===== src/design/dclpp_pkg.sv =====
`default_nettype none

package dclpp_pkg;

    // Result kinds
    localparam logic [2:0] K_WCMD   = 3'd0;
    localparam logic [2:0] K_WDATA  = 3'd1;
    localparam logic [2:0] K_RDATA  = 3'd2;
    localparam logic [2:0] K_RSTAT  = 3'd3;
    localparam logic [2:0] K_DONE   = 3'd4;
    localparam logic [2:0] K_REJECT = 3'd5;

    // Display controller commands and limits
    localparam logic [7:0] CMD_SET_COLUMN = 8'h40;
    localparam logic [7:0] CMD_SET_PAGE   = 8'hB8;
    localparam int unsigned STATUS_BUSY_BIT = 7;
    localparam logic [7:0] MAX_X      = 8'd128;
    localparam logic [7:0] MAX_Y      = 8'd64;
    localparam logic [7:0] RIGHT_BASE = 8'd65;

    localparam int unsigned QUEUE_DEPTH_DEFAULT = 4;

    // One queued job for the output side: a first result and, if pair is
    // set, a trailing status read on the same chip.
    typedef struct packed {
        logic [2:0] kind;
        logic       chip;
        logic [7:0] bus_byte;
        logic       pair;
    } t_desc;

endpackage

`default_nettype wire


===== src/design/dclpp_front.sv =====
`default_nettype none

module dclpp_front (
    input  wire logic            i_clk,
    input  wire logic            i_rst_n,
    input  wire logic            i_valid,
    output logic                 o_ready,
    input  wire logic            i_op,
    input  wire logic [7:0]      i_x,
    input  wire logic [7:0]      i_y,
    input  wire logic            i_set_pixel,
    input  wire logic [7:0]      i_read_byte,
    input  wire logic            i_q_full,
    output logic                 o_push,
    output dclpp_pkg::t_desc     o_desc
);
    import dclpp_pkg::*;

    localparam logic [3:0] PH_IDLE       = 4'd0;
    localparam logic [3:0] PH_COL_ST     = 4'd1;
    localparam logic [3:0] PH_PAGE_ST    = 4'd2;
    localparam logic [3:0] PH_DUMMY_DATA = 4'd3;
    localparam logic [3:0] PH_DUMMY_ST   = 4'd4;
    localparam logic [3:0] PH_REAL_DATA  = 4'd5;
    localparam logic [3:0] PH_REAL_ST    = 4'd6;
    localparam logic [3:0] PH_COL2_ST    = 4'd7;
    localparam logic [3:0] PH_DATA_ST    = 4'd8;

    logic [3:0] r_phase, n_phase;
    logic       r_chip, n_chip;
    logic [5:0] r_column, n_column;
    logic [2:0] r_page, n_page;
    logic [7:0] r_mask, n_mask;
    logic       r_set, n_set;
    logic [7:0] r_fetched, n_fetched;

    logic       accept;
    logic       in_range;
    logic       is_right;
    logic [7:0] x_off;
    logic [7:0] y_m1;
    logic [7:0] wr_byte;

    assign o_ready  = !i_q_full;
    assign accept   = i_valid && o_ready;
    assign in_range = (i_x != 8'd0) && (i_y != 8'd0) && (i_x <= MAX_X) && (i_y <= MAX_Y);
    assign is_right = (i_x >= RIGHT_BASE);
    assign x_off    = is_right ? (i_x - RIGHT_BASE) : (i_x - 8'd1);
    assign y_m1     = i_y - 8'd1;
    assign wr_byte  = r_set ? (r_fetched | r_mask) : (r_fetched & ~r_mask);

    always_comb begin
        n_phase   = r_phase;
        n_chip    = r_chip;
        n_column  = r_column;
        n_page    = r_page;
        n_mask    = r_mask;
        n_set     = r_set;
        n_fetched = r_fetched;
        o_push    = 1'b0;
        o_desc    = '{kind: K_RSTAT, chip: r_chip, bus_byte: 8'd0, pair: 1'b0};

        if (accept) begin
            if (!i_op) begin
                o_push = 1'b1;
                if ((r_phase != PH_IDLE) || !in_range) begin
                    o_desc = '{kind: K_REJECT, chip: 1'b0, bus_byte: 8'd0, pair: 1'b0};
                end else begin
                    n_chip   = is_right;
                    n_column = x_off[5:0];
                    n_page   = y_m1[5:3];
                    n_mask   = 8'd1 << y_m1[2:0];
                    n_set    = i_set_pixel;
                    n_phase  = PH_COL_ST;
                    o_desc   = '{kind: K_WCMD, chip: is_right,
                                 bus_byte: CMD_SET_COLUMN | {2'b00, x_off[5:0]}, pair: 1'b1};
                end
            end else if (r_phase != PH_IDLE) begin
                o_push = 1'b1;
                if ((r_phase == PH_DUMMY_DATA) || (r_phase == PH_REAL_DATA)) begin
                    // data byte answered; poll status next
                    if (r_phase == PH_REAL_DATA) begin
                        n_fetched = i_read_byte;
                        n_phase   = PH_REAL_ST;
                    end else begin
                        n_phase = PH_DUMMY_ST;
                    end
                end else if (i_read_byte[STATUS_BUSY_BIT]) begin
                    // still busy: poll again, default descriptor
                end else begin
                    unique case (r_phase)
                        PH_COL_ST: begin
                            n_phase = PH_PAGE_ST;
                            o_desc  = '{kind: K_WCMD, chip: r_chip,
                                        bus_byte: CMD_SET_PAGE | {5'd0, r_page}, pair: 1'b1};
                        end
                        PH_PAGE_ST: begin
                            n_phase = PH_DUMMY_DATA;
                            o_desc.kind = K_RDATA;
                        end
                        PH_DUMMY_ST: begin
                            n_phase = PH_REAL_DATA;
                            o_desc.kind = K_RDATA;
                        end
                        PH_REAL_ST: begin
                            n_phase = PH_COL2_ST;
                            o_desc  = '{kind: K_WCMD, chip: r_chip,
                                        bus_byte: CMD_SET_COLUMN | {2'b00, r_column}, pair: 1'b1};
                        end
                        PH_COL2_ST: begin
                            n_phase = PH_DATA_ST;
                            o_desc  = '{kind: K_WDATA, chip: r_chip,
                                        bus_byte: wr_byte, pair: 1'b1};
                        end
                        PH_DATA_ST: begin
                            n_phase = PH_IDLE;
                            o_desc.kind = K_DONE;
                        end
                        default: begin
                            // unused codes: drop back to idle, no result
                            n_phase = PH_IDLE;
                            o_push  = 1'b0;
                        end
                    endcase
                end
            end
        end
    end

    always_ff @(posedge i_clk) begin
        if (!i_rst_n) begin
            r_phase <= PH_IDLE;
        end else begin
            r_phase <= n_phase;
        end
    end

    always_ff @(posedge i_clk) begin
        r_chip    <= n_chip;
        r_column  <= n_column;
        r_page    <= n_page;
        r_mask    <= n_mask;
        r_set     <= n_set;
        r_fetched <= n_fetched;
    end

endmodule

`default_nettype wire


===== src/design/dclpp_queue.sv =====
`default_nettype none

module dclpp_queue #(
    parameter int unsigned DEPTH = dclpp_pkg::QUEUE_DEPTH_DEFAULT
) (
    input  wire logic              i_clk,
    input  wire logic              i_rst_n,
    input  wire logic              i_push,
    input  wire dclpp_pkg::t_desc  i_wdata,
    output logic                   o_full,
    input  wire logic              i_pop,
    output dclpp_pkg::t_desc       o_rdata,
    output logic                   o_empty
);
    import dclpp_pkg::*;

    localparam int unsigned AW = (DEPTH > 1) ? $clog2(DEPTH) : 1;
    localparam int unsigned CW = $clog2(DEPTH + 1);
    localparam logic [AW-1:0] LAST_IDX = AW'(DEPTH - 1);
    localparam logic [CW-1:0] FULL_CNT = CW'(DEPTH);

    t_desc         r_mem [DEPTH];
    logic [AW-1:0] r_wr, n_wr;
    logic [AW-1:0] r_rd, n_rd;
    logic [CW-1:0] r_cnt, n_cnt;
    logic          do_push;
    logic          do_pop;

    assign o_full  = (r_cnt == FULL_CNT);
    assign o_empty = (r_cnt == '0);
    assign o_rdata = r_mem[r_rd];
    assign do_push = i_push && !o_full;
    assign do_pop  = i_pop && !o_empty;

    always_comb begin
        n_wr  = r_wr;
        n_rd  = r_rd;
        n_cnt = r_cnt;
        if (do_push) begin
            n_wr = (r_wr == LAST_IDX) ? '0 : r_wr + AW'(1);
        end
        if (do_pop) begin
            n_rd = (r_rd == LAST_IDX) ? '0 : r_rd + AW'(1);
        end
        if (do_push && !do_pop) begin
            n_cnt = r_cnt + CW'(1);
        end else if (do_pop && !do_push) begin
            n_cnt = r_cnt - CW'(1);
        end
    end

    always_ff @(posedge i_clk) begin
        if (!i_rst_n) begin
            r_wr  <= '0;
            r_rd  <= '0;
            r_cnt <= '0;
        end else begin
            r_wr  <= n_wr;
            r_rd  <= n_rd;
            r_cnt <= n_cnt;
        end
    end

    always_ff @(posedge i_clk) begin
        if (do_push) begin
            r_mem[r_wr] <= i_wdata;
        end
    end

endmodule

`default_nettype wire


===== src/design/dclpp_back.sv =====
`default_nettype none

module dclpp_back (
    input  wire logic              i_clk,
    input  wire logic              i_rst_n,
    input  wire logic              i_q_empty,
    input  wire dclpp_pkg::t_desc  i_desc,
    output logic                   o_pop,
    output logic                   o_valid,
    input  wire logic              i_ready,
    output logic [2:0]             o_kind,
    output logic                   o_chip,
    output logic [7:0]             o_bus_byte,
    output logic                   o_last
);
    import dclpp_pkg::*;

    logic       r_valid, n_valid;
    logic       r_pend, n_pend;
    logic [2:0] r_kind, n_kind;
    logic       r_chip, n_chip;
    logic [7:0] r_byte, n_byte;
    logic       r_last, n_last;
    logic       load;

    assign load  = !r_valid || i_ready;
    assign o_pop = load && !r_pend && !i_q_empty;

    always_comb begin
        n_valid = r_valid;
        n_pend  = r_pend;
        n_kind  = r_kind;
        n_chip  = r_chip;
        n_byte  = r_byte;
        n_last  = r_last;
        if (load) begin
            if (r_pend) begin
                // trailing status read, same chip
                n_valid = 1'b1;
                n_pend  = 1'b0;
                n_kind  = K_RSTAT;
                n_byte  = 8'd0;
                n_last  = 1'b1;
            end else begin
                n_valid = !i_q_empty;
                n_pend  = !i_q_empty && i_desc.pair;
                n_kind  = i_desc.kind;
                n_chip  = i_desc.chip;
                n_byte  = i_desc.bus_byte;
                n_last  = !i_desc.pair;
            end
        end
    end

    always_ff @(posedge i_clk) begin
        if (!i_rst_n) begin
            r_valid <= 1'b0;
            r_pend  <= 1'b0;
        end else begin
            r_valid <= n_valid;
            r_pend  <= n_pend;
        end
    end

    always_ff @(posedge i_clk) begin
        r_kind <= n_kind;
        r_chip <= n_chip;
        r_byte <= n_byte;
        r_last <= n_last;
    end

    assign o_valid    = r_valid;
    assign o_kind     = r_kind;
    assign o_chip     = r_chip;
    assign o_bus_byte = r_byte;
    assign o_last     = r_last;

endmodule

`default_nettype wire


===== src/design/dual_chip_lcd_pixel_plotter_core.sv =====
// Pixel plotter for a 128x64 display made of two 64-column controller chips.
// A plot request (tuser = 0) carries a 1-based column x (1..128), row y
// (1..64) and a set flag; out-of-range x or y, or a request while a plot is
// still running, is answered by a single "rejected" result. An accepted
// request drives the bus sequence set column, set page, dummy read, real read,
// set column again, and write of the read byte with the pixel bit set or
// cleared. Every transaction is followed by a status read; feed each byte the
// display returns back in as a response item (tuser = 1), and the plotter
// polls again while status bit 7 is high. Responses that arrive with no plot
// running are dropped without a result. Every other item yields one or two
// results (transaction plus its status read), the last marked by tlast;
// "plot done" closes a sequence. The input side takes one item per cycle as
// long as the job queue (QUEUE_DEPTH entries) has room; the output register
// emits one result per cycle while m_axis_tready is high, so sustained input
// rate is bounded by the output side: items that cause two results hold it
// while both go out. An accepted item is written into the job queue, and the
// back end then loads its first result into the output register.

`default_nettype none

module dual_chip_lcd_pixel_plotter_core #(
    parameter int unsigned QUEUE_DEPTH = dclpp_pkg::QUEUE_DEPTH_DEFAULT
) (
    input  wire logic        i_clk,
    input  wire logic        i_rst_n,
    // request / response stream
    input  wire logic        s_axis_tvalid,
    output logic             s_axis_tready,
    input  wire logic [31:0] s_axis_tdata,  // x[7:0], y[15:8], set_pixel[16], read_byte[24:17]
    input  wire logic        s_axis_tuser,  // op: 0 plot request, 1 read response
    // bus transaction / status stream
    output logic             m_axis_tvalid,
    input  wire logic        m_axis_tready,
    output logic [15:0]      m_axis_tdata,  // chip[0], bus_byte[8:1]
    output logic [2:0]       m_axis_tuser,  // kind[2:0]
    output logic             m_axis_tlast
);
    import dclpp_pkg::*;

    t_desc      front_desc;
    t_desc      queue_desc;
    logic       front_push;
    logic       q_full;
    logic       q_empty;
    logic       q_pop;
    logic       out_chip;
    logic [7:0] out_byte;

    // Front: classify items and step the plot sequencer.
    dclpp_front u_front (
        .i_clk       (i_clk),
        .i_rst_n     (i_rst_n),
        .i_valid     (s_axis_tvalid),
        .o_ready     (s_axis_tready),
        .i_op        (s_axis_tuser),
        .i_x         (s_axis_tdata[7:0]),
        .i_y         (s_axis_tdata[15:8]),
        .i_set_pixel (s_axis_tdata[16]),
        .i_read_byte (s_axis_tdata[24:17]),
        .i_q_full    (q_full),
        .o_push      (front_push),
        .o_desc      (front_desc)
    );

    // Job queue decouples sequencer from output stalls.
    dclpp_queue #(
        .DEPTH (QUEUE_DEPTH)
    ) u_queue (
        .i_clk   (i_clk),
        .i_rst_n (i_rst_n),
        .i_push  (front_push),
        .i_wdata (front_desc),
        .o_full  (q_full),
        .i_pop   (q_pop),
        .o_rdata (queue_desc),
        .o_empty (q_empty)
    );

    // Back: expand each job into its one or two results.
    dclpp_back u_back (
        .i_clk      (i_clk),
        .i_rst_n    (i_rst_n),
        .i_q_empty  (q_empty),
        .i_desc     (queue_desc),
        .o_pop      (q_pop),
        .o_valid    (m_axis_tvalid),
        .i_ready    (m_axis_tready),
        .o_kind     (m_axis_tuser),
        .o_chip     (out_chip),
        .o_bus_byte (out_byte),
        .o_last     (m_axis_tlast)
    );

    assign m_axis_tdata = {7'd0, out_byte, out_chip};

endmodule

`default_nettype wire


===== config.mk =====
export PLATFORM = sky130hd
export DESIGN_NAME = dual_chip_lcd_pixel_plotter_core
export DESIGN_NICKNAME = d
export VERILOG_FILES = /design/src/design/dclpp_pkg.sv /design/src/design/dclpp_front.sv /design/src/design/dclpp_queue.sv /design/src/design/dclpp_back.sv /design/src/design/dual_chip_lcd_pixel_plotter_core.sv
export SDC_FILE = /design/constraint.sdc
export NUM_CORES = 1
export LEC_CHECK = 0
export BUFFER_PORTS_ARGS = -buffer_cell sky130_fd_sc_hd__buf_2
export CAP_MARGIN = 15
export CORE_ASPECT_RATIO = 0.8
export CORE_UTILIZATION = 45
export DETAILED_ROUTE_END_ITERATION = 10
export PLACE_DENSITY = 0.72
export SLEW_MARGIN = 20
export SYNTH_ARGS = -nofsm -noshare
export SYNTH_HDL_FRONTEND = slang
export SYNTH_SLANG_ARGS = --single-unit

===== constraint.sdc =====
create_clock -name i_clk -period 8.1 [get_ports i_clk]
set_clock_uncertainty 0.05 [all_clocks]
set_input_delay 1.62 -clock i_clk [delete_from_list [all_inputs] [get_ports i_clk]]
set_output_delay 1.62 -clock i_clk [all_outputs]
set_load 0.1 [all_outputs]

---- Yosys cells after proc, flatten, opt, wreduce, memory -nomap -nowiden ----
Memories as Yosys holds them, arrays and structs flattened. A register that Yosys moved wholly into a read port is not among the register bits.
Cells that the tools add are included.
storage, ports and cells
  bits in latches ......................... 0
  memory bits (read-only) ................. 0
  output and inout port bits .............. 22
  memories ................................ 1
  bits of input ports ..................... 37
  bits in writable memories ............... 52
  bits in registers ....................... 53
memory list
  memory         words  width  read ports  clocked after memory_dff  wr ports  line               source
  u_queue.r_mem  4      13     1           1                         1         dclpp_queue.sv:22  t_desc r_mem [DEPTH];
cells by class
  mux-type cells .......................... 33
  multiply operators ...................... 0
  divide/modulo/power cells ............... 0
  $add $sub $neg .......................... 7
  bitwise logic cells ..................... 6
  reductions and logical operators ........ 34
  shift operators ......................... 1
  magnitude comparators ................... 3
  equality and inequality tests ........... 14
operator list
  operator                                             number
  2-to-1 mux 13 bit                                    6
  case mux 9 bit (3 select lines)                      1
  2-to-1 mux 4 bit                                     5
  case mux 4 bit (5 select lines)                      1
  subtractor 6 x 1 -> 6 bit, second input constant     3
  == test 4 x 3 -> 1 bit, second input constant        4
  nonzero test 8 bit                                   2
  case mux 3 bit (4 select lines)                      1
  logical AND 1 bit                                    11
  2-to-1 mux 1 bit                                     10
  2-to-1 mux 2 bit                                     5
  bitwise AND 8 bit                                    1
  == test 4 x 2 -> 1 bit, second input constant        2
  >= comparator 8 x 7 -> 1 bit, second input constant  1
  <= comparator 8 x 7 -> 1 bit, second input constant  1
  <= comparator 8 bit, second input constant           1
  logical NOT 1 bit                                    8
  2-to-1 mux 8 bit                                     1
  inverter 8 bit                                       1
  OR 8 bit                                             1
  << shifter 1 x 3 -> 8 bit, first input constant      1
  2-to-1 mux 3 bit                                     2
  2-to-1 mux 6 bit                                     1
  OR reduction 6 bit                                   1
  20 further kinds                                     27

---- Depth between registers and ports, before layout ----
Gate-level depths: netlist (run 1).
  word-level depth ........................ 13
  depth in mapped cells ................... 10

---- By module ----
From an unflattened synthesis (run 1), not the netlist that was laid out.
unflattened totals
  cell total of the unflattened synthesis .. 346
  area total of the unflattened synthesis .. 4895.9 sq um
modules (own cells, without submodules)
  module                            area each (sq um)  cells each  instances
  dclpp_queue                       2398.6             118         1
  dclpp_front                       1843.0             182         1
  dclpp_back                        590.6              37          1
  dual_chip_lcd_pixel_plotter_core  63.8               9           1

---- Least setup slack after synthesis (run 1) ----
Ideal clock, no wire load.
  path type ............................... input -> register
  start point ............................. in s_axis_tdata[8]
  end point ............................... reg u_front.r_chip, enable pin
  stages on the path ...................... 7
  arrival ................................. 3.458 ns
  path slack .............................. 4.218 ns
  library setup time ...................... 0.374 ns
  required time ........................... 7.676 ns
  path through ............................ clkbuf_2 or4_4 o31ai_1 o211ai_2 or2_1 buf_6 inv_1
on the way
  longest elaborated chain between the ends .. 8
  elaborated cells between the ends (all ways) .. 9
RTL lines
  what                                                                                  line                                    source
  from (decl)                                                                           dual_chip_lcd_pixel_plotter_core.sv:29  input wire logic [31:0] s_axis_tdata,
  parallel branches: the longest is 3 deep, another holds <= comparator 8 x 7 -> 1 bit  n/a
  logical AND 1 bit *                                                                   dclpp_front.sv:46                       assign in_range = (i_x != 8'd0) && (i_y != 8'd0) && (i_x <= MAX_X) && (i_y <= MAX_Y);
  logical NOT 1 bit *                                                                   dclpp_front.sv:66                       if ((r_phase != PH_IDLE) || !in_range) begin
  logical OR 1 bit *                                                                    dclpp_front.sv:66
  inverter 1 bit (no line) *                                                            n/a
  AND reduction 3 bit (no line) *                                                       n/a
  to (signal assigned)                                                                  dclpp_front.sv:139                      r_chip <= n_chip;
  to (decl)                                                                             dclpp_front.sv:30                       logic r_chip, n_chip;
Mark *: on every way between the ends.
A chain may end at the register's enable or synchronous reset.

---- Worst setup path in the final report (run 1) ----
  start point ............................. in s_axis_tdata[3]
  end point ............................... reg u_front.r_chip, enable pin
on the way
  longest elaborated chain between the ends .. 8
  elaborated cells between the ends (all ways) .. 9
RTL lines
  what                                                                         line
  parallel branches: the longest is 2 deep, another holds <= comparator 8 bit  n/a
  logical AND 1 bit * (2 in a row)                                             dclpp_front.sv:46
  logical NOT 1 bit *                                                          dclpp_front.sv:66
  logical OR 1 bit *                                                           dclpp_front.sv:66
  inverter 1 bit (no line) *                                                   n/a
  AND reduction 3 bit (no line) *                                              n/a
Marked as above.

==> flow_summary.rst, run 1 <==
.. list-table::
   :header-rows: 1

   * - Metric
     - Value
   * - Run status
     - finished clean
   * - Share of synthesized area occupied by flip-flops and latches
     - 64.5%
   * - Type of the worst min-delay path
     - reg -> reg
   * - Post-route DRC
     - 0
   * - Remaining Overflow, GRT
     - 0
   * - DR pass1 iterations
     - 4
   * - Buffer count from post-CTS setup fixing
     - 0
   * - Time the final worst path needs with I/O delays and setup
     - 3.92 ns
   * - Avg WL per Cell
     - 15.3 um
   * - Quantity of I/O buffers inserted on ports
     - 44
   * - Maximum frequency from static timing analysis
     - 255 MHz
   * - Arrival time worst endpoint
     - 3.85 ns
   * - Post-route antenna net violation count
     - 0
   * - Core Box Area
     - 0.0102 mm^2
   * - Count of flip-flops with a built-in enable after synthesis
     - 92
   * - Register-to-Register Setup Slack
     - 5.18 ns
   * - Reg-to-reg startpoint
     - u_front.r_phase[0]
   * - Cts repair resizes
     - 0
   * - FF+latch count, synth
     - 107
   * - Cell depth of the worst min-delay path
     - 2
   * - Kind of capture point of the worst setup path
     - flip-flop
   * - Fin. max-slew vios
     - 0
   * - Die area
     - 0.0110 mm^2
   * - Site row count
     - 33
   * - Share of synthesized flip-flops with an asynchronous set or reset
     - 0%
   * - Endpoint with the worst hold slack
     - u_queue.r_cnt[2]
   * - Detailed Route WL
     - 7980 um
   * - Peak supply drop
     - 0.132 mV
   * - Maximum number of pins on one net before global-route repair
     - 21
   * - Cell types occupying the most area after synthesis
     - sky130_fd_sc_hd__edfxtp_1 (58%), sky130_fd_sc_hd__dfxtp_1 (6.3%), sky130_fd_sc_hd__mux4_2 (6.2%), sky130_fd_sc_hd__ha_1 (2.4%), sky130_fd_sc_hd__mux2i_1 (2.3%)
   * - Synth Area per Inst
     - 14.1 um^2
   * - Final worst-path cycle share
     - 48.4%
   * - Count of cells along the worst register-to-register path
     - 5
   * - Maximum buffer depth of the clock tree
     - 2
   * - # Max-Cap Violations
     - 0
   * - Maximum level of the CTS H-tree
     - 3
   * - Number of distinct standard cells referenced by the synthesized netlist
     - 47
   * - Critical path class
     - in -> reg
   * - Effective utilization at floorplan
     - 46.4%
   * - Power density normalized to cell area
     - 310 mW/mm^2
   * - Width of the chip
     - 117 um
   * - Yosys top cell by area
     - sky130_fd_sc_hd__edfxtp_1
   * - Total half-perimeter wirelength after legalization and detailed placement
     - 5690 um
   * - Number of buffers inserted by hold repair at cts
     - 0
   * - Number of design-rule violations left by the first detailed-router iteration
     - 193
   * - Layout cell share with drive strength beyond 1
     - 21.7%
   * - Netlist area before placement
     - 0.00475 mm^2
   * - Unrepaired setup endpoints after global routing
     - no
   * - Fraction of the core area covered by cells at the end of the flow
     - 52.2%
   * - Worst-Margin Slew
     - 0.862 ns
   * - Final Hold Violating Endpoints
     - 0
   * - Vias per cell
     - 5.19
   * - Worst-skew pair later-pin latency
     - 0.35 ns
   * - Worst setup SP type
     - primary input
   * - First-pass GRT wire length
     - 13300 um
   * - Worst-path fanout max
     - 19
   * - Final net count
     - 424
   * - Data required time of the worst path
     - 8.03 ns
   * - Number of clock buffers inserted by TritonCTS
     - 9
   * - Number of antenna violations at the first check in global routing
     - 0
   * - Count of vias placed by the detailed router
     - 2711
   * - Cell at the root of the clock tree
     - sky130_fd_sc_hd__clkbuf_16
   * - Area share of the largest cell type after synthesis
     - 58.2%
   * - Area growth from synthesis to layout
     - 12.4%
   * - Global-route usage over all layers
     - 16.6%
   * - Final total negative setup slack
     - 0 ns
   * - Warnings from Yosys
     - 0
   * - Clk slew on worst S/H paths
     - 0.07 ns
   * - Antenna Diode Count
     - 0
   * - Worst Hold Launch
     - u_queue.r_cnt[2]
   * - Final Setup Violations
     - 0
   * - IO Pins
     - 59
   * - Number of instances in the synthesized netlist
     - 337
   * - GP Congestion
     - 0.821
   * - Vertical die dimension
     - 93.9 um
   * - Worst rel slew slack
     - 42.4%
   * - CTS tree
     - built
   * - Most used DFF post-synth
     - sky130_fd_sc_hd__edfxtp_1
   * - Clock Sinks
     - 107
   * - Vias in the first global route
     - 2622
   * - Leakage dissipation
     - 1.94 nW
   * - Reg-to-Reg End
     - u_front.r_chip
per-layer routing:
layer  vias up  wire length, um  GRT usage [%]
met3         9              453           4.19
met5         -                0              0
met2        74             3670           25.7
met4         0               63           5.38
li1       1323                -              -
met1      1305             3790           22.8
flip-flops by register name (all words and copies together) (netlist names), 2 cells and up, named ones only:
signal,cells
u_front.r_column,6
u_front.r_page,3
u_queue.r_mem,52
u_back.o_bus_byte,8
u_queue.r_rd,2
u_queue.r_wr,2
u_back.o_kind,3
u_front.r_mask,8
u_front.r_fetched,8
u_queue.r_cnt,3
u_front.r_phase,4
stage by stage:
| step | hold WS, ns | power [mW] | std cells | area, um^2 | setup slack, ns |
|---|---|---|---|---|---|
| global placement | 0.435 | 1.24 | 506 | 5040 | 3.86 |
| floorplan | 0.417 | 1.17 | 343 | 4770 | 4.22 |
| global route | 0.481 | 1.73 | 522 | 5340 | 4.03 |
| finish | 0.457 | 1.65 | 522 | 5340 | 4.18 |
| detailed placement | 0.447 | 1.25 | 506 | 5040 | 3.82 |
| CTS | 0.459 | 1.67 | 522 | 5340 | 4.21 |
logic make-up (layout without fill, tap and decap cells):
group | after synthesis | in the layout | synth area share, %
and+or+nand+nor | 93 | 93 | 10.5
other | 1 | 7 | 0.0790
muxes | 27 | 27 | 9.19
DFF | 107 | 107 | 64.5
AOI/OAI and AO/OA | 48 | 48 | 6.77
buffers and inverters | 40 | 79 | 4.16
xor gates and xnor gates | 11 | 11 | 2.03
adders and majority gates | 10 | 10 | 2.79
cell usage after synthesis, drive strengths merged (8+ instances only):
cell type / number
nor2: 25
nand2: 14
edfxtp: 92
nor2b: 11
inv: 18
buf: 11
dfxtp: 15
o21ai: 11
nor3: 8
ha: 9
clkbuf: 11
mux2i: 11
mux4: 13
cell type report:
cell class,count,area (um^2)
clock buffers,9,225
clock inverters,7,70.1
fillers,858,4900
inverters,18,67.6
multi-input cells,196,1510
flip-flops and latches,107,3060
well taps,140,175
repair buffers,45,228
cells in the final DEF, fill, tap and decap left out, types with 2 or more instances in the layout:
| cell | n |
|---|---|
| sky130_fd_sc_hd__mux2i_1 | 11 |
| sky130_fd_sc_hd__clkbuf_16 | 9 |
| sky130_fd_sc_hd__o21ai_0 | 11 |
| sky130_fd_sc_hd__or4_1 | 2 |
| sky130_fd_sc_hd__inv_8 | 2 |
| sky130_fd_sc_hd__a22oi_1 | 4 |
| sky130_fd_sc_hd__a211oi_1 | 7 |
| sky130_fd_sc_hd__nand2_1 | 14 |
| sky130_fd_sc_hd__nor2_1 | 25 |
| sky130_fd_sc_hd__o22ai_1 | 7 |
| sky130_fd_sc_hd__nand2b_1 | 5 |
| sky130_fd_sc_hd__a2bb2oi_1 | 3 |
| sky130_fd_sc_hd__dfxtp_1 | 15 |
| sky130_fd_sc_hd__nor2b_1 | 11 |
| sky130_fd_sc_hd__conb_1 | 7 |
| sky130_fd_sc_hd__nor3b_1 | 6 |
| sky130_fd_sc_hd__o31ai_1 | 2 |
| sky130_fd_sc_hd__edfxtp_1 | 92 |
| sky130_fd_sc_hd__mux4_2 | 13 |
| sky130_fd_sc_hd__clkinv_4 | 2 |
| sky130_fd_sc_hd__or2_2 | 2 |
| sky130_fd_sc_hd__xnor2_1 | 6 |
| sky130_fd_sc_hd__xor2_1 | 5 |
| sky130_fd_sc_hd__ha_1 | 9 |
| sky130_fd_sc_hd__a21oi_1 | 7 |
| sky130_fd_sc_hd__or3_1 | 2 |
| sky130_fd_sc_hd__nor3_1 | 8 |
| sky130_fd_sc_hd__and3_1 | 2 |
| sky130_fd_sc_hd__inv_1 | 18 |
| sky130_fd_sc_hd__a21o_1 | 3 |
| sky130_fd_sc_hd__nor4_1 | 3 |
| sky130_fd_sc_hd__and2_1 | 6 |
| sky130_fd_sc_hd__mux2_2 | 3 |
| sky130_fd_sc_hd__buf_2 | 44 |
worst max-delay path by stage:
stage,from,endpoint,depth (start not counted)
global placement,s_axis_tdata[9],u_front.r_mask[6],6
floorplan,s_axis_tdata[8],u_front.r_chip,7
detailed placement,s_axis_tdata[3],u_front.r_mask[1],6
CTS,s_axis_tdata[3],u_front.r_column[1],6
global route,s_axis_tdata[3],u_front.r_chip,6
finish,s_axis_tdata[3],u_front.r_chip,6
critical path, cell delays in order:
cell,delay [ns]
sky130_fd_sc_hd__buf_2,0.12
sky130_fd_sc_hd__nor4_1,0.65
sky130_fd_sc_hd__and4b_1,0.33
sky130_fd_sc_hd__o211ai_2,0.14
sky130_fd_sc_hd__or2_1,0.37
sky130_fd_sc_hd__inv_1,0.61
report_power, final:
part / leakage, nW / switching [mW] / internal [mW]
combinational: 0.802 / 0.385 / 0.126
clock: 0.147 / 0.205 / 0.217
sequential: 0.989 / 0.0459 / 0.674
Note: power is estimated with default switching activity, not from simulation.
==> run 2: changes to the inputs <==
--- a/config.mk
+++ b/config.mk
@@ -10,7 +10,7 @@
 export CORE_ASPECT_RATIO = 0.8
 export CORE_UTILIZATION = 45
 export DETAILED_ROUTE_END_ITERATION = 10
-export PLACE_DENSITY = 0.72
+export PLACE_DENSITY = 0.75
 export SLEW_MARGIN = 20
 export SYNTH_ARGS = -nofsm -noshare
 export SYNTH_HDL_FRONTEND = slang
==> constraint.sdc (replaced) <==
create_clock -name i_clk -period 3.4 [get_ports i_clk]
set_clock_uncertainty 0.05 [all_clocks]
set_input_delay 0.68 -clock i_clk [delete_from_list [all_inputs] [get_ports i_clk]]
set_output_delay 0.68 -clock i_clk [all_outputs]
set_load 0.1 [all_outputs]
==> run 2 against run 1 <==
  * Worst setup slack worse by 3.5 ns
  * Non-clock buffer count increased by 3
  * Utilization hardly changed
  * Largest cell class unchanged
  * Global-route usage is essentially flat
  * Combinational power rose by 140%
  * Die area did not move
==> flow_summary.rst, run 2 (synthesis results as in run 1) <==
.. list-table::
   :header-rows: 1

   * - Metric
     - Value
   * - Number of buffers inserted by hold repair at cts
     - 0
   * - Final total negative setup slack
     - 0 ns
   * - Maximum level of the CTS H-tree
     - 3
   * - Vertical die dimension
     - 93.9 um
   * - Cts repair resizes
     - 0
   * - Die area
     - 0.0110 mm^2
   * - Power density normalized to cell area
     - 731 mW/mm^2
   * - Worst-Margin Slew
     - 0.876 ns
   * - IO Pins
     - 59
   * - Post-route DRC
     - 0
   * - Critical path class
     - reg -> reg
   * - Type of the worst min-delay path
     - in -> reg
   * - GP Congestion
     - 0.791
   * - Area growth from synthesis to layout
     - 12.5%
   * - Placed cell area
     - 0.00507 mm^2
   * - Maximum buffer depth of the clock tree
     - 2
   * - Layout cell share with drive strength beyond 1
     - 22.1%
   * - Kind of capture point of the worst setup path
     - flip-flop
   * - Vias in the first global route
     - 2596
   * - Worst-path fanout max
     - 18
   * - Fillers
     - 860
   * - Most frequent standard cell in the layout excluding fill and tap cells
     - sky130_fd_sc_hd__edfxtp_1
   * - Final hold slack
     - 0.457 ns
   * - Cell at the root of the clock tree
     - sky130_fd_sc_hd__clkbuf_16
   * - Count of vias placed by the detailed router
     - 2701
   * - Data required time of the worst path
     - 3.63 ns
   * - Avg WL per Cell
     - 15.3 um
   * - Layout Cell Area excl Fill
     - 0.00535 mm^2
   * - Flip-flop count of the largest register, all copies and words added
     - 52
   * - Vias per cell
     - 5.14
   * - Final worst-path cycle share
     - 78.8%
   * - Total half-perimeter wirelength after legalization and detailed placement
     - 5630 um
   * - Register area
     - 0.00306 mm^2
   * - Number of antenna violations at the first check in global routing
     - 0
   * - Buffer count from post-CTS setup fixing
     - 0
   * - Remaining Overflow, GRT
     - 0
   * - Maximum number of pins on one net before global-route repair
     - 20
   * - Time the final worst path needs with I/O delays and setup
     - 2.68 ns
   * - Quantity of I/O buffers inserted on ports
     - 44
   * - Final Hold Violating Endpoints
     - 0
   * - Clock Sinks
     - 107
   * - Antenna Diode Count
     - 0
   * - # Max-Cap Violations
     - 0
   * - Number of clock buffers inserted by TritonCTS
     - 9
   * - Delay contributed by the slowest stage of the critical path
     - 0.69 ns
   * - Unrepaired setup endpoints after global routing
     - no
   * - Worst setup SP type
     - flip-flop
   * - Run status
     - finished clean
   * - Effective utilization at floorplan
     - 46.4%
   * - Fin. max-slew vios
     - 0
   * - Critical path, cell by cell
     - nor3_1 > mux2i_1 > a21oi_1 > buf_4 > ha_1 > inv_1 > fa_1 > xor2_1 > or3_1 > a21oi_1
   * - Core Box Area
     - 0.0102 mm^2
   * - Final net count
     - 427
   * - Multi-input gate area in the final layout
     - 0.00151 mm^2
   * - Site row count
     - 33
   * - First-pass GRT wire length
     - 13100 um
   * - Leakage dissipation
     - 1.95 nW
   * - Critical Path Slowest Stage Cell
     - sky130_fd_sc_hd__dfxtp_1
   * - Clk slew on worst S/H paths
     - 0.07 ns
   * - Global-route usage over all layers
     - 16.6%
   * - Most used cell along the critical path
     - sky130_fd_sc_hd__a21oi_1
   * - Arrival time worst endpoint
     - 2.90 ns
   * - Post-route antenna net violation count
     - 0
   * - CP top delay family
     - flip-flops
   * - Commonest cells after routing, fill and taps aside
     - sky130_fd_sc_hd__edfxtp_1 (92), sky130_fd_sc_hd__buf_2 (44), sky130_fd_sc_hd__nor2_1 (25)
   * - Worst-skew pair later-pin latency
     - 0.35 ns
   * - CTS tree
     - built
   * - Peak supply drop
     - 0.284 mV
   * - Reg with most FFs
     - u_queue.r_mem
   * - Number of design-rule violations left by the first detailed-router iteration
     - 176
   * - DR pass1 iterations
     - 4
   * - Worst rel slew slack
     - 41.5%
   * - Final Setup Violations
     - 0
   * - Maximum frequency from static timing analysis
     - 373 MHz
   * - Detailed Route WL
     - 8020 um
   * - Width of the chip
     - 117 um
   * - Number of buffers and inverters on the critical path
     - 2
## run 2: area by class of cell
| class | count | share of cell area, % |
|---|---|---|
| Sequential cell | 107 | 57.3 |
| Multi-Input combinational cell | 196 | 28.3 |
| Tap cell | 140 | 3.28 |
| Timing Repair Buffer | 48 | 4.68 |
| Clock inverter | 6 | 0.913 |
| Clock buffer | 10 | 4.28 |
| Inverter | 18 | 1.26 |
## run 2: path summary, 6_finish.rpt
path | startpoint | end | slack, ns | depth (start not counted)
worst max register to register | u_front.r_phase[0] | u_queue.r_cnt[2] | 0.72 | 10
worst min-delay path | s_axis_tdata[16] | u_front.r_set | 0.46 | 1
worst max-delay path | u_front.r_phase[0] | u_queue.r_cnt[2] | 0.72 | 10
worst min register to register | u_queue.r_cnt[2] | u_queue.r_cnt[2] | 0.46 | 2
## run 2: power by group
group          switching [mW]  total (mW)  internal [mW]
clock network           0.463       0.969          0.506
logic                   0.919        1.22          0.300
registers               0.111        1.72           1.61
total                    1.49        3.91           2.41
## run 2: per-stage QoR
stage | power [mW] | util [%] | setup slack (ns) | std cells
after floorplan | 2.79 | - | 0.458 | 343
after CTS | 3.94 | 52.2 | 0.707 | 525
after global routing | 4.09 | 52.2 | 0.521 | 525
after detailed placement | 2.98 | 49.5 | 0.367 | 509
final | 3.91 | 52.2 | 0.722 | 525
after global placement | 2.95 | 49.5 | 0.429 | 509
## run 2: per-layer routing
layer	track usage [%]	part of all wire [%]	up-vias
met4	6.54	1.7	0
met3	4.52	4.9	11
met5	0	0	-
met1	21.8	46	1282
li1	-	-	1326
met2	26.1	48	82
==> run 3: changes to the inputs <==
--- a/config.mk
+++ b/config.mk
@@ -10,7 +10,7 @@
 export CORE_ASPECT_RATIO = 0.8
 export CORE_UTILIZATION = 45
 export DETAILED_ROUTE_END_ITERATION = 10
-export PLACE_DENSITY = 0.75
+export PLACE_DENSITY = 0.72
 export SLEW_MARGIN = 20
 export SYNTH_ARGS = -nofsm -noshare
 export SYNTH_HDL_FRONTEND = slang
==> constraint.sdc (replaced) <==
create_clock -name i_clk -period 2.7 [get_ports i_clk]
set_clock_uncertainty 0.05 [all_clocks]
set_input_delay 0.54 -clock i_clk [delete_from_list [all_inputs] [get_ports i_clk]]
set_output_delay 0.54 -clock i_clk [all_outputs]
set_load 0.1 [all_outputs]
==> run 3 against run 2 <==
  * Die area unchanged
  * Sequential power up 23%
  * Largest power group unchanged
  * Cell count up 3.8%
  * Count of clock-buffer cells in the layout unchanged
  * Clock power up 31%
  * Worst setup slack worse by 0.44 ns
  * Utilization up 1.9 points
  * Design area up 3.6%
  * Largest cell class unchanged
==> flow_summary.rst, run 3 (synthesis results as in run 1) <==
.. list-table::
   :header-rows: 1

   * - Metric
     - Value
   * - Run status
     - finished clean
   * - Peak supply drop
     - 0.385 mV
   * - Vias in the first global route
     - 2647
   * - Worst slack, placed
     - 0.0137 ns
   * - Worst-path fanout max
     - 2
   * - Arrival time worst endpoint
     - 2.63 ns
   * - Maximum number of pins on one net before global-route repair
     - 21
   * - Detailed Route WL
     - 7710 um
   * - Layout Cell Area excl Fill
     - 0.00554 mm^2
   * - Clock Sinks
     - 107
   * - Buffer count from post-CTS setup fixing
     - 0
   * - Core Box Area
     - 0.0102 mm^2
   * - Global-route track usage on met1
     - 21.7%
   * - Final net count
     - 447
   * - Area growth from synthesis to layout
     - 16.6%
   * - Worst setup SP type
     - flip-flop
   * - Post-route total power
     - 5.00 mW
   * - Placed cell area
     - 0.00524 mm^2
   * - Post-route DRC
     - 0
   * - Fillers
     - 885
   * - Placed Instances
     - 529
   * - DR pass1 iterations
     - 4
   * - Crit path setup slack, layout
     - 0.286 ns
   * - Remaining Overflow, GRT
     - 0
   * - Number of buffers inserted by hold repair at cts
     - 0
   * - Power density normalized to cell area
     - 903 mW/mm^2
   * - Site row count
     - 33
   * - Number of clock buffers inserted by TritonCTS
     - 9
   * - Met2 Resource Use GR
     - 25.3%
   * - Leakage dissipation
     - 2.05 nW
   * - Flip-flop count of the largest register, all copies and words added
     - 52
   * - Most used routing layer in global routing
     - met2
   * - Number of design-rule violations left by the first detailed-router iteration
     - 177
   * - Cell at the root of the clock tree
     - sky130_fd_sc_hd__clkbuf_16
   * - Met3 global-route usage
     - 2.90%
   * - IO Pins
     - 59
   * - Type of the worst min-delay path
     - in -> reg
   * - Most frequent standard cell in the layout excluding fill and tap cells
     - sky130_fd_sc_hd__edfxtp_1
   * - GP Congestion
     - 0.881
   * - Time the final worst path needs with I/O delays and setup
     - 2.41 ns
   * - Number of antenna violations at the first check in global routing
     - 0
   * - Non-filler instance count after layout
     - 545
   * - First-pass GRT wire length
     - 12900 um
   * - Maximum frequency from static timing analysis
     - 414 MHz
   * - Count of vias placed by the detailed router
     - 2773
   * - Vertical die dimension
     - 93.9 um
   * - Commonest cells after routing, fill and taps aside
     - sky130_fd_sc_hd__edfxtp_1 (92), sky130_fd_sc_hd__buf_2 (44), sky130_fd_sc_hd__nor2_1 (25)
   * - Die area
     - 0.0110 mm^2
   * - Quantity of I/O buffers inserted on ports
     - 44
   * - Width of the chip
     - 117 um
   * - Data required time of the worst path
     - 2.92 ns
   * - Maximum buffer depth of the clock tree
     - 2
   * - Maximum level of the CTS H-tree
     - 3
   * - Total half-perimeter wirelength after legalization and detailed placement
     - 5680 um
   * - Effective utilization at floorplan
     - 46.4%
   * - Worst rel slew slack
     - 58.4%
   * - Worst-Margin Slew
     - 0.623 ns
   * - Final worst-path cycle share
     - 89.4%
   * - Layout cell share with drive strength beyond 1
     - 26.4%
   * - Avg WL per Cell
     - 14.1 um
   * - CTS tree
     - built
   * - Worst-skew pair later-pin latency
     - 0.34 ns
   * - Post-route antenna net violation count
     - 0
   * - Final Hold Violating Endpoints
     - 0
   * - # Max-Cap Violations
     - 0
   * - Clk slew on worst S/H paths
     - 0.07 ns
   * - Antenna Diode Count
     - 0
   * - Cts repair resizes
     - 0
   * - Critical path class
     - reg -> reg
   * - Unrepaired setup endpoints after global routing
     - no
   * - Vias per cell
     - 5.09
   * - Fin. max-slew vios
     - 0
   * - Global-route usage over all layers
     - 15.7%
   * - Kind of capture point of the worst setup path
     - flip-flop
   * - Final Setup Violations
     - 0
   * - Reg with most FFs
     - u_queue.r_mem
## run 3: area by class of cell
class / count / area, um^2 / area share, %
Sequential cell: 107 / 3060 / 55.3
Clock buffer: 10 / 239 / 4.32
Multi-Input combinational cell: 196 / 1510 / 27.3
Clock inverter: 6 / 62.6 / 1.13
Tap cell: 140 / 175 / 3.16
Inverter: 18 / 71.3 / 1.29
Timing Repair Buffer: 68 / 413 / 7.46
## run 3: layer usage
layer | part of all wire, % | routed length (um) | vias up
met5 | 0 | 0 | -
met1 | 48 | 3690 | 1318
met4 | 0.79 | 61 | 0
met3 | 4.7 | 360 | 5
met2 | 47 | 3600 | 82
li1 | - | - | 1368
## run 3: path summary, 6_finish.rpt
| path | end | start | cells past startpoint | slack, ns |
|---|---|---|---|---|
| min reg2reg | u_queue.r_cnt[2] | u_queue.r_cnt[2] | 2 | 0.47 |
| max reg2reg | u_queue.r_cnt[2] | u_front.r_phase[2] | 9 | 0.29 |
| max | u_queue.r_cnt[2] | u_front.r_phase[2] | 9 | 0.29 |
| min | u_front.r_fetched[6] | s_axis_tdata[23] | 1 | 0.32 |
## run 3: stage by stage
stage          hold slack, ns  TNS (ns)  utilization (%)
3_5_place_dp            0.456         0             51.1
5_1_grt                 0.314         0             54.1
2_1_floorplan           0.417   -0.0229                -
6_report                0.325         0             54.1
3_3_place_gp            0.439         0             51.1
4_1_cts                 0.313         0             54.1
## run 3: where the power goes
group | switching [mW] | internal [mW]
logic | 1.19 | 0.413
registers | 0.102 | 2.02
clock network | 0.596 | 0.677
total | 1.89 | 3.11
## run 3: worst max-delay path, stage by stage, from the launching register on
cell	delay [ns]
sky130_fd_sc_hd__dfxtp_1	0.32
sky130_fd_sc_hd__nor3_1	0.32
sky130_fd_sc_hd__mux2i_1	0.13
sky130_fd_sc_hd__a21oi_1	0.25
sky130_fd_sc_hd__ha_1	0.23
sky130_fd_sc_hd__inv_1	0.06
sky130_fd_sc_hd__fa_1	0.37
sky130_fd_sc_hd__xor2_1	0.18
sky130_fd_sc_hd__or3_1	0.31
sky130_fd_sc_hd__a21oi_1	0.14
